<file path="src/rtl/core/srtf_pkg.sv">
`timescale 1ns / 1ps
// ----------------------------------------------------------------------------
// srtf_pkg
// Shared widths, controller states and the command and status words that
// pass between the scheduler controller and its datapath.
// ----------------------------------------------------------------------------
package srtf_pkg;

   localparam int MAX_PROCESSES_DEF = 16;

   localparam int ARR_W  = 16;   // arrival time
   localparam int BUR_W  = 12;   // burst and remaining time
   localparam int TIME_W = 17;   // current and completion time
   localparam int TA_W   = 16;   // turnaround and waiting time
   localparam int SUM_W  = 20;   // running sums
   localparam int PIDX_W = 4;    // reported process index

   localparam int REQ_DATA_W = 32;
   localparam int RSP_DATA_W = 96;

   typedef enum logic [2:0] {
      ST_LOAD,
      ST_SCAN_START,
      ST_SCAN,
      ST_APPLY,
      ST_EMIT_RD,
      ST_EMIT_OUT
   } state_type;

   typedef struct packed {
      logic load;
      logic scan_start;
      logic scan_step;
      logic apply;
      logic emit_start;
      logic emit_load;
   } cmd_type;

   typedef struct packed {
      logic start_sim;
      logic all_done;
      logic scan_done;
      logic out_free;
      logic emit_last;
   } status_type;

endpackage

</file>
<file path="src/rtl/core/srtf_ctrl.sv">
`timescale 1ns / 1ps
// ----------------------------------------------------------------------------
// srtf_ctrl
// Sequencer for load, scan, apply and result phases of the scheduler.
// ----------------------------------------------------------------------------
module srtf_ctrl
   import srtf_pkg::*;
(
   input  logic       clock,
   input  logic       reset,
   input  logic       req_tvalid,
   output logic       req_tready,
   input  status_type status,
   output cmd_type    cmd
);

   state_type state_ff;
   state_type state_in;

   always_ff @(posedge clock) begin
      if (reset) begin
         state_ff <= ST_LOAD;
      end else begin
         state_ff <= state_in;
      end
   end

   always_comb begin
      state_in   = state_ff;
      cmd        = '0;
      req_tready = 1'b0;
      case (state_ff)
         ST_LOAD: begin
            req_tready = 1'b1;
            if (req_tvalid) begin
               cmd.load = 1'b1;
               if (status.start_sim) begin
                  state_in = ST_SCAN_START;
               end
            end
         end
         ST_SCAN_START: begin
            if (status.all_done) begin
               cmd.emit_start = 1'b1;
               state_in       = ST_EMIT_RD;
            end else begin
               cmd.scan_start = 1'b1;
               state_in       = ST_SCAN;
            end
         end
         ST_SCAN: begin
            cmd.scan_step = 1'b1;
            if (status.scan_done) begin
               state_in = ST_APPLY;
            end
         end
         ST_APPLY: begin
            cmd.apply = 1'b1;
            state_in  = ST_SCAN_START;
         end
         ST_EMIT_RD: begin
            state_in = ST_EMIT_OUT;
         end
         ST_EMIT_OUT: begin
            if (status.out_free) begin
               cmd.emit_load = 1'b1;
               state_in      = status.emit_last ? ST_LOAD : ST_EMIT_RD;
            end
         end
         default: begin
            state_in = ST_LOAD;
         end
      endcase
   end

endmodule

</file>
<file path="src/rtl/core/srtf_dp.sv">
`timescale 1ns / 1ps
// ----------------------------------------------------------------------------
// srtf_dp
// Process stores, scan for the shortest ready job and the next arrival,
// run-length update of time, and result arithmetic with output register.
// ----------------------------------------------------------------------------
module srtf_dp
   import srtf_pkg::*;
#(
   parameter int MAX_PROCESSES = MAX_PROCESSES_DEF
) (
   input  logic                  clock,
   input  logic                  reset,
   input  cmd_type               cmd,
   output status_type            status,
   input  logic [REQ_DATA_W-1:0] req_tdata,
   input  logic                  req_tlast,
   output logic                  rsp_tvalid,
   input  logic                  rsp_tready,
   output logic [RSP_DATA_W-1:0] rsp_tdata,
   output logic                  rsp_tlast
);

   localparam int AW = (MAX_PROCESSES > 1) ? $clog2(MAX_PROCESSES) : 1;
   localparam int CW = $clog2(MAX_PROCESSES + 1);
   localparam logic [CW-1:0] LAST_SLOT = CW'(MAX_PROCESSES - 1);

   // process stores
   logic [ARR_W-1:0]  arr_mem [MAX_PROCESSES];
   logic [BUR_W-1:0]  bur_mem [MAX_PROCESSES];
   logic [BUR_W-1:0]  rem_mem [MAX_PROCESSES];
   logic [TIME_W-1:0] fin_mem [MAX_PROCESSES];

   logic [ARR_W-1:0]  arr_rd_ff;
   logic [BUR_W-1:0]  bur_rd_ff;
   logic [BUR_W-1:0]  rem_rd_ff;
   logic [TIME_W-1:0] fin_rd_ff;

   // control state
   logic [CW-1:0]     loaded_ff, loaded_in;
   logic [CW-1:0]     done_ff, done_in;
   logic [TIME_W-1:0] time_ff, time_in;
   logic [SUM_W-1:0]  wsum_ff, wsum_in;
   logic [SUM_W-1:0]  tsum_ff, tsum_in;
   logic [CW-1:0]     idx_ff, idx_in;
   logic              rd_vld_ff, rd_vld_in;
   logic [AW-1:0]     rd_idx_ff, rd_idx_in;
   logic              found_ff, found_in;
   logic [BUR_W-1:0]  least_ff, least_in;
   logic [AW-1:0]     pick_ff, pick_in;
   logic              any_ff, any_in;
   logic [TIME_W-1:0] nxt_ff, nxt_in;
   logic              out_vld_ff, out_vld_in;

   // output word
   logic [PIDX_W-1:0] out_pidx_ff;
   logic [TIME_W-1:0] out_comp_ff;
   logic [TA_W-1:0]   out_ta_ff;
   logic [TA_W-1:0]   out_wt_ff;
   logic [SUM_W-1:0]  out_tw_ff;
   logic [SUM_W-1:0]  out_tt_ff;
   logic              out_last_ff;

   logic [ARR_W-1:0]  ld_arr;
   logic [BUR_W-1:0]  ld_bur;
   logic [TIME_W-1:0] rd_arr_ext;
   logic              rd_ready;
   logic              take_pick;
   logic              take_next;
   logic [TIME_W-1:0] gap;
   logic [BUR_W-1:0]  chunk;
   logic [BUR_W-1:0]  rem_new;
   logic              fin_now;
   logic [TIME_W-1:0] run_end;
   logic [TA_W-1:0]   ta;
   logic [TA_W-1:0]   wt;
   logic [SUM_W-1:0]  wsum_new;
   logic [SUM_W-1:0]  tsum_new;
   logic [CW-1:0]     idx_nx;

   assign ld_arr = req_tdata[ARR_W-1:0];
   assign ld_bur = (req_tdata[ARR_W+BUR_W-1:ARR_W] == '0) ? BUR_W'(1)
                                                          : req_tdata[ARR_W+BUR_W-1:ARR_W];

   // scan evaluation on registered read data
   assign rd_arr_ext = TIME_W'(arr_rd_ff);
   assign rd_ready   = (rd_arr_ext <= time_ff) && (rem_rd_ff != '0);
   assign take_pick  = rd_vld_ff && rd_ready && (!found_ff || (rem_rd_ff < least_ff));
   assign take_next  = rd_vld_ff && (rem_rd_ff != '0) && (rd_arr_ext > time_ff) &&
                       (!any_ff || (rd_arr_ext < nxt_ff));

   // chosen job runs until it ends or the next arrival
   assign gap     = nxt_ff - time_ff;
   assign chunk   = (any_ff && (gap < TIME_W'(least_ff))) ? BUR_W'(gap) : least_ff;
   assign rem_new = least_ff - chunk;
   assign fin_now = found_ff && (rem_new == '0);
   assign run_end = time_ff + TIME_W'(chunk);

   // result arithmetic
   assign ta       = TA_W'(fin_rd_ff) - arr_rd_ff;
   assign wt       = ta - TA_W'(bur_rd_ff);
   assign wsum_new = wsum_ff + SUM_W'(wt);
   assign tsum_new = tsum_ff + SUM_W'(ta);
   assign idx_nx   = idx_ff + CW'(1);

   always_comb begin
      status.start_sim = req_tlast || (loaded_ff == LAST_SLOT);
      status.all_done  = (done_ff == loaded_ff);
      status.scan_done = (idx_ff == loaded_ff) && !rd_vld_ff;
      status.out_free  = !out_vld_ff || rsp_tready;
      status.emit_last = (idx_nx == loaded_ff);
   end

   always_comb begin
      loaded_in  = loaded_ff;
      done_in    = done_ff;
      time_in    = time_ff;
      wsum_in    = wsum_ff;
      tsum_in    = tsum_ff;
      idx_in     = idx_ff;
      rd_vld_in  = 1'b0;
      rd_idx_in  = rd_idx_ff;
      found_in   = found_ff;
      least_in   = least_ff;
      pick_in    = pick_ff;
      any_in     = any_ff;
      nxt_in     = nxt_ff;
      out_vld_in = out_vld_ff && !rsp_tready;

      if (cmd.load) begin
         loaded_in = loaded_ff + CW'(1);
      end

      if (cmd.scan_start) begin
         idx_in   = '0;
         found_in = 1'b0;
         any_in   = 1'b0;
      end

      if (cmd.scan_step && (idx_ff < loaded_ff)) begin
         rd_vld_in = 1'b1;
         rd_idx_in = idx_ff[AW-1:0];
         idx_in    = idx_nx;
      end

      if (take_pick) begin
         found_in = 1'b1;
         least_in = rem_rd_ff;
         pick_in  = rd_idx_ff;
      end

      if (take_next) begin
         any_in = 1'b1;
         nxt_in = rd_arr_ext;
      end

      if (cmd.apply) begin
         if (found_ff) begin
            time_in = run_end;
            if (fin_now) begin
               done_in = done_ff + CW'(1);
            end
         end else begin
            time_in = any_ff ? nxt_ff : time_ff + TIME_W'(1);
         end
      end

      if (cmd.emit_start) begin
         idx_in = '0;
      end

      if (cmd.emit_load) begin
         out_vld_in = 1'b1;
         idx_in     = idx_nx;
         wsum_in    = wsum_new;
         tsum_in    = tsum_new;
         if (status.emit_last) begin
            loaded_in = '0;
            done_in   = '0;
            time_in   = '0;
            wsum_in   = '0;
            tsum_in   = '0;
         end
      end
   end

   always_ff @(posedge clock) begin
      if (reset) begin
         loaded_ff  <= '0;
         done_ff    <= '0;
         time_ff    <= '0;
         wsum_ff    <= '0;
         tsum_ff    <= '0;
         idx_ff     <= '0;
         rd_vld_ff  <= 1'b0;
         found_ff   <= 1'b0;
         any_ff     <= 1'b0;
         out_vld_ff <= 1'b0;
      end else begin
         loaded_ff  <= loaded_in;
         done_ff    <= done_in;
         time_ff    <= time_in;
         wsum_ff    <= wsum_in;
         tsum_ff    <= tsum_in;
         idx_ff     <= idx_in;
         rd_vld_ff  <= rd_vld_in;
         found_ff   <= found_in;
         any_ff     <= any_in;
         out_vld_ff <= out_vld_in;
      end
   end

   always_ff @(posedge clock) begin
      rd_idx_ff <= rd_idx_in;
      least_ff  <= least_in;
      pick_ff   <= pick_in;
      nxt_ff    <= nxt_in;
   end

   // store writes and registered reads
   always_ff @(posedge clock) begin
      if (cmd.load) begin
         arr_mem[loaded_ff[AW-1:0]] <= ld_arr;
         bur_mem[loaded_ff[AW-1:0]] <= ld_bur;
      end
      arr_rd_ff <= arr_mem[idx_ff[AW-1:0]];
      bur_rd_ff <= bur_mem[idx_ff[AW-1:0]];
   end

   always_ff @(posedge clock) begin
      if (cmd.load) begin
         rem_mem[loaded_ff[AW-1:0]] <= ld_bur;
      end else if (cmd.apply && found_ff) begin
         rem_mem[pick_ff] <= rem_new;
      end
      rem_rd_ff <= rem_mem[idx_ff[AW-1:0]];
   end

   always_ff @(posedge clock) begin
      if (cmd.apply && fin_now) begin
         fin_mem[pick_ff] <= run_end;
      end
      fin_rd_ff <= fin_mem[idx_ff[AW-1:0]];
   end

   // output register
   always_ff @(posedge clock) begin
      if (cmd.emit_load) begin
         out_pidx_ff <= PIDX_W'(idx_ff);
         out_comp_ff <= fin_rd_ff;
         out_ta_ff   <= ta;
         out_wt_ff   <= wt;
         out_tw_ff   <= status.emit_last ? wsum_new : '0;
         out_tt_ff   <= status.emit_last ? tsum_new : '0;
         out_last_ff <= status.emit_last;
      end
   end

   assign rsp_tvalid = out_vld_ff;
   assign rsp_tlast  = out_last_ff;
   assign rsp_tdata  = {3'b000, out_tt_ff, out_tw_ff, out_wt_ff, out_ta_ff,
                        out_comp_ff, out_pidx_ff};

endmodule

</file>
<file path="src/rtl/core/srtf_schedule_simulator_unit.sv">
`timescale 1ns / 1ps
// ----------------------------------------------------------------------------
// srtf_schedule_simulator_unit
// Preemptive shortest-remaining-time-first schedule simulator.
// ----------------------------------------------------------------------------
// Usage:
//   Each req word loads one process (arrival, burst). A word with tlast, or
//   the word that fills all MAX_PROCESSES slots, starts the simulation.
//   Loading takes one cycle per word; req_tready is low while the set runs.
//   The schedule is simulated event by event: each event is a start state,
//   a scan of all n loaded processes and an apply state, and runs the
//   chosen process up to its completion or the next arrival. A set needs
//   at most 2n events before the first result. Results follow in load
//   order, one per process, each read from the stores and then loaded into
//   the output register; rsp_tlast and the totals mark the final one. The
//   output register holds each rsp word while rsp_tready is low; the
//   sequencer waits on it and the next set may load meanwhile.
//   Reset clears the set, the counters and the output valid; stores need
//   no clearing.
// ----------------------------------------------------------------------------
module srtf_schedule_simulator_unit
   import srtf_pkg::*;
#(
   parameter int MAX_PROCESSES = MAX_PROCESSES_DEF
) (
   input  logic                  clock,
   input  logic                  reset,
   input  logic                  req_tvalid,
   output logic                  req_tready,
   input  logic [REQ_DATA_W-1:0] req_tdata,   // arrival_time, burst_time
   input  logic                  req_tlast,   // last_process
   output logic                  rsp_tvalid,
   input  logic                  rsp_tready,
   // process_index, completion_time, turnaround_time, waiting_time,
   // total_waiting, total_turnaround
   output logic [RSP_DATA_W-1:0] rsp_tdata,
   output logic                  rsp_tlast    // last_result
);

   cmd_type    cmd;
   status_type status;

   srtf_ctrl u_ctrl (
      .clock      (clock),
      .reset      (reset),
      .req_tvalid (req_tvalid),
      .req_tready (req_tready),
      .status     (status),
      .cmd        (cmd)
   );

   srtf_dp #(
      .MAX_PROCESSES (MAX_PROCESSES)
   ) u_dp (
      .clock      (clock),
      .reset      (reset),
      .cmd        (cmd),
      .status     (status),
      .req_tdata  (req_tdata),
      .req_tlast  (req_tlast),
      .rsp_tvalid (rsp_tvalid),
      .rsp_tready (rsp_tready),
      .rsp_tdata  (rsp_tdata),
      .rsp_tlast  (rsp_tlast)
   );

`ifndef SYNTHESIS
   a_apply_after_scan : assert property (@(posedge clock) disable iff (reset)
      cmd.apply |-> $past(status.scan_done))
      else $error("apply without finished scan");

   a_emit_room : assert property (@(posedge clock) disable iff (reset)
      cmd.emit_load |-> status.out_free)
      else $error("result word overwritten");

   a_back_to_load : assert property (@(posedge clock) disable iff (reset)
      cmd.emit_load && status.emit_last |=> req_tready)
      else $error("no return to load after final result");

   a_start_blocks_load : assert property (@(posedge clock) disable iff (reset)
      cmd.load && status.start_sim |=> !req_tready)
      else $error("load taken while set runs");
`endif

endmodule
</file>
<file path="config.mk">
export PLATFORM = sky130hd
export DESIGN_NAME = srtf_schedule_simulator_unit
export DESIGN_NICKNAME = d
export VERILOG_FILES = /design/src/rtl/core/srtf_pkg.sv /design/src/rtl/core/srtf_ctrl.sv /design/src/rtl/core/srtf_dp.sv /design/src/rtl/core/srtf_schedule_simulator_unit.sv
export SDC_FILE = /design/constraint.sdc
export NUM_CORES = 1
export LEC_CHECK = 0
export BUFFER_PORTS_ARGS = -buffer_cell sky130_fd_sc_hd__buf_2
export CAP_MARGIN = 20
export CORE_MARGIN = 3
export CORE_UTILIZATION = 63
export CTS_CLUSTER_DIAMETER = 80
export CTS_CLUSTER_SIZE = 25
export DETAILED_ROUTE_END_ITERATION = 10
export GPL_TIMING_DRIVEN = 0
export PLACE_DENSITY = 0.81
export RECOVER_POWER = 100
export SYNTH_ARGS = -nofsm -noshare
export SYNTH_HDL_FRONTEND = slang
export SYNTH_SLANG_ARGS = --single-unit
</file>
<file path="constraint.sdc">
create_clock -name clock -period 19.5 [get_ports clock]
set_input_delay 1.95 -clock clock [delete_from_list [all_inputs] [get_ports clock]]
set_output_delay 1.95 -clock clock [all_outputs]
set_load 0.05 [all_outputs]
</file>
==> results.toml <==
[timing]
relSlewSlack = -1.181
max_freq_mhz = 89.62
setup_viol = 0
setup_tns_ns = 0
fin_skew_ns = 0.03017
grt_setup_unrepaired = "no"
drv_slew = 410
setup_ws_ns = 8.342
worst_slew_pin_slew_ns = 3.271
hold_viol = 0
holdWs_ns = 0.4314
period_minus_slack_ns = 11.16
min_period_over_period = 0.5722

[run_status]
status = "finished, violations left"
violations = "capacitance limit, slew limit"

[global_routing]
antenna_found_initial = 2
grt_use_met1 = 0.4384
overflow = 0
grt_pass1_wl_um = 194700
grt_use_total = 0.3236
busiest_layer = "met2"
grt_max_degree = 57
grt_use_met3 = 0.06404
grt_pass1_vias = 29300
grt.met2_usage = 0.5180

[finish]
final_cell_mix = "1042 x edfxtp_1, 380 x clkbuf_1, 285 x mux4_2"
mostFrequentLayoutCell = "edfxtp_1"
area_growth_pct = 8.032
fin_area_um2 = 54460
layout.nets = 3502
post-route-util = 0.6882
layoutNonFillerInstCount = 4393
drive_gt1_frac = 0.1183

[placed_design]
io_buffers = 128
place_ws_ns = 10.03
dp_hpwl_um = 92520
post-place-cells = 4250
post_dp_cell_area_um2 = 53560
place_congestion = 0.9538

[synth]
async_flop_share = 0
synth_seq_cells = 1178
ys_warn_count = 0
syn_area_um2 = 50410
ys.flop_type = "edfxtp_1"
synth_edf_count = 1042
synthCells = 2993
yosysSeqAreaShare = 0.6748
avgSynthCellArea_um2 = 16.84
synth_cell_types = 77

[clock_tree]
cts_buffer_depth = 3
cts.sink_count = 1178
cts_tree = "built"
root_buffer = "clkbuf_16"
cts_setup_buffers = 0
cts_max_level = 2
clock_latency_ns = 0.67
cts_resized = 0
numCtsBuffers = 56
hold_buffers = 0
clk_pin_slew_ns = 0.10

[worst_setup_path]
regToRegEndpoint = "u_dp.fin_mem[0][15]$_DFFE_PP_"
slowest_stage = "nor4b_1"
start_kind = "register"
rrSetupSlack_ns = 8.34
r2r-start = "u_dp.time_ff[4]$_SDFF_PP0_"
reg2regPathDepth = 32
crit_type = "reg2reg"
crit_top_cell = "clkbuf_1"
cp-end-kind = "register"
slowest_delay_ns = 1.25
cp_max_fo = 10
cp.required_ns = 19.80
cp.arrival_ns = 11.46

[min_path]
worstHoldEndpoint = "u_dp.out_comp_ff[16]$_DFFE_PP_"
min_delay_path_depth = 0
hold_path_class = "reg2reg"
min_from = "u_dp.fin_rd_ff[16]$_DFF_P_"

[power_and_ir_drop]
powerDensity_nw_per_um2 = 93.99
power.total_mw = 5.119
power.leakage_nw = 17.46
peakVddDrop_v = 0.00008891

[floorplan]
coreArea_um2 = 79130
die_x_um = 288.9
initial_core_util = 0.6370
rows = 103
floorplan.io_pins = 136
dieArea_um2 = 83440
die_h_um = 288.9

[routing]
drc = 0
viasPerCell = 6.807
routed_wl_um = 134900
wire_per_inst_um = 30.71
drtPass1Iterations = 8
ant_nets = 0
drt-initial-drc-count = 4014
vias = 29900

[flow_run]
drv_cap = 21
## how the worst max path moves through the flow
| stage | cells after the start | endpoint | start |
|---|---|---|---|
| 4_1_cts | 32 | u_dp.fin_mem[2][15]$_DFFE_PP_ | u_dp.time_ff[4]$_SDFF_PP0_ |
| 5_1_grt | 32 | u_dp.fin_mem[0][15]$_DFFE_PP_ | u_dp.time_ff[4]$_SDFF_PP0_ |
| 3_5_place_dp | 32 | u_dp.fin_mem[2][15]$_DFFE_PP_ | u_dp.time_ff[4]$_SDFF_PP0_ |
| 6_report | 32 | u_dp.fin_mem[0][15]$_DFFE_PP_ | u_dp.time_ff[4]$_SDFF_PP0_ |
| 3_3_place_gp | 29 | u_dp.fin_mem[0][15]$_DFFE_PP_ | u_dp.time_ff[4]$_SDFF_PP0_ |
| 2_1_floorplan | 29 | u_dp.fin_mem[0][0]$_DFFE_PP_ | u_dp.time_ff[4]$_SDFF_PP0_ |
## sequential cells by signal, summed over array words and instances (netlist names), 5 cells and up
register,flops
u_dp.arr_mem,256
u_dp.arr_rd_ff,16
u_dp.bur_mem,192
u_dp.bur_rd_ff,12
u_dp.done_ff,5
u_dp.fin_mem,272
u_dp.fin_rd_ff,17
u_dp.idx_ff,5
u_dp.least_ff,12
u_dp.loaded_ff,5
u_dp.nxt_ff,16
u_dp.out_comp_ff,17
u_dp.out_ta_ff,16
u_dp.out_tt_ff,20
u_dp.out_tw_ff,20
u_dp.out_wt_ff,16
u_dp.rem_mem,192
u_dp.rem_rd_ff,12
u_dp.time_ff,17
u_dp.tsum_ff,20
u_dp.wsum_ff,20
## area by class of cell
cell class | count | area [um^2]
Antenna cell | 3 | 7.507
Buffer | 140 | 541.8
Clock buffer | 93 | 1562
Clock inverter | 11 | 140.1
Fill cell | 5096 | 24670
Inverter | 113 | 424.2
Multi-Input combinational cell | 1564 | 15360
Sequential cell | 1178 | 34010
Tap cell | 1050 | 1314
Timing Repair Buffer | 241 | 1096
## cells in the mapped netlist (all sizes together) (11+ instances only)
library cell,instances,area share
dfxtp,136,0.054
o31ai,11,0.0019
a31oi,23,0.0029
a211oi,36,0.0054
clkbuf,111,0.0083
o21ai,61,0.0061
xnor2,80,0.014
inv,111,0.0083
nand4,19,0.0024
nand2b,19,0.0024
and3,21,0.0026
o21a,16,0.0024
mux4,285,0.13
buf,29,0.0028
nand2,88,0.0066
a21o,58,0.0086
nor3,51,0.0062
mux2i,11,0.0022
nand3,49,0.0050
nor2,167,0.012
nor4,17,0.0024
edfxtp,1042,0.62
a21oi,127,0.013
a22oi,20,0.0030
ha,164,0.041
and2,38,0.0047
nor2b,19,0.0024
or3,15,0.0019
o21bai,14,0.0021
xor2,34,0.0059
## power breakdown
| part | leakage (nW) | internal [mW] | switching [mW] |
|---|---|---|---|
| Sequential | 10.5 | 2.83 | 0.0481 |
| Combinational | 6.14 | 0.326 | 0.565 |
| Clock | 0.811 | 0.566 | 0.781 |
| Total | 17.5 | 3.72 | 1.39 |
## per-layer routing
metal  wire [um]  part of all wire
met4        7457             0.055
met3       14620              0.11
met5          13          0.000096
met2       64170              0.48
met1       48650              0.36
## critical path, delay by kind of cell (launching register included)
kind	cells	cell delay (ns)
DFF	1	0.34
buffers and inverters	8	2.53
xor gates and xnor gates	1	0.31
adders and majority gates	4	1.35
and+or+nand+nor	8	3.55
AOI/OAI and AO/OA	11	2.71
## kinds of logic after synthesis
kind of cell,Yosys count,share of synthesized area
buffers and inverters,253,0.01946
other,1,0.00007439
adders and majority gates,171,0.04349
and+or+nand+nor,532,0.05344
DFF,1178,0.6748
xor gates and xnor gates,114,0.01981
AOI/OAI and AO/OA,442,0.05811
muxes,302,0.1309
(Power assumes the default switching activity.)
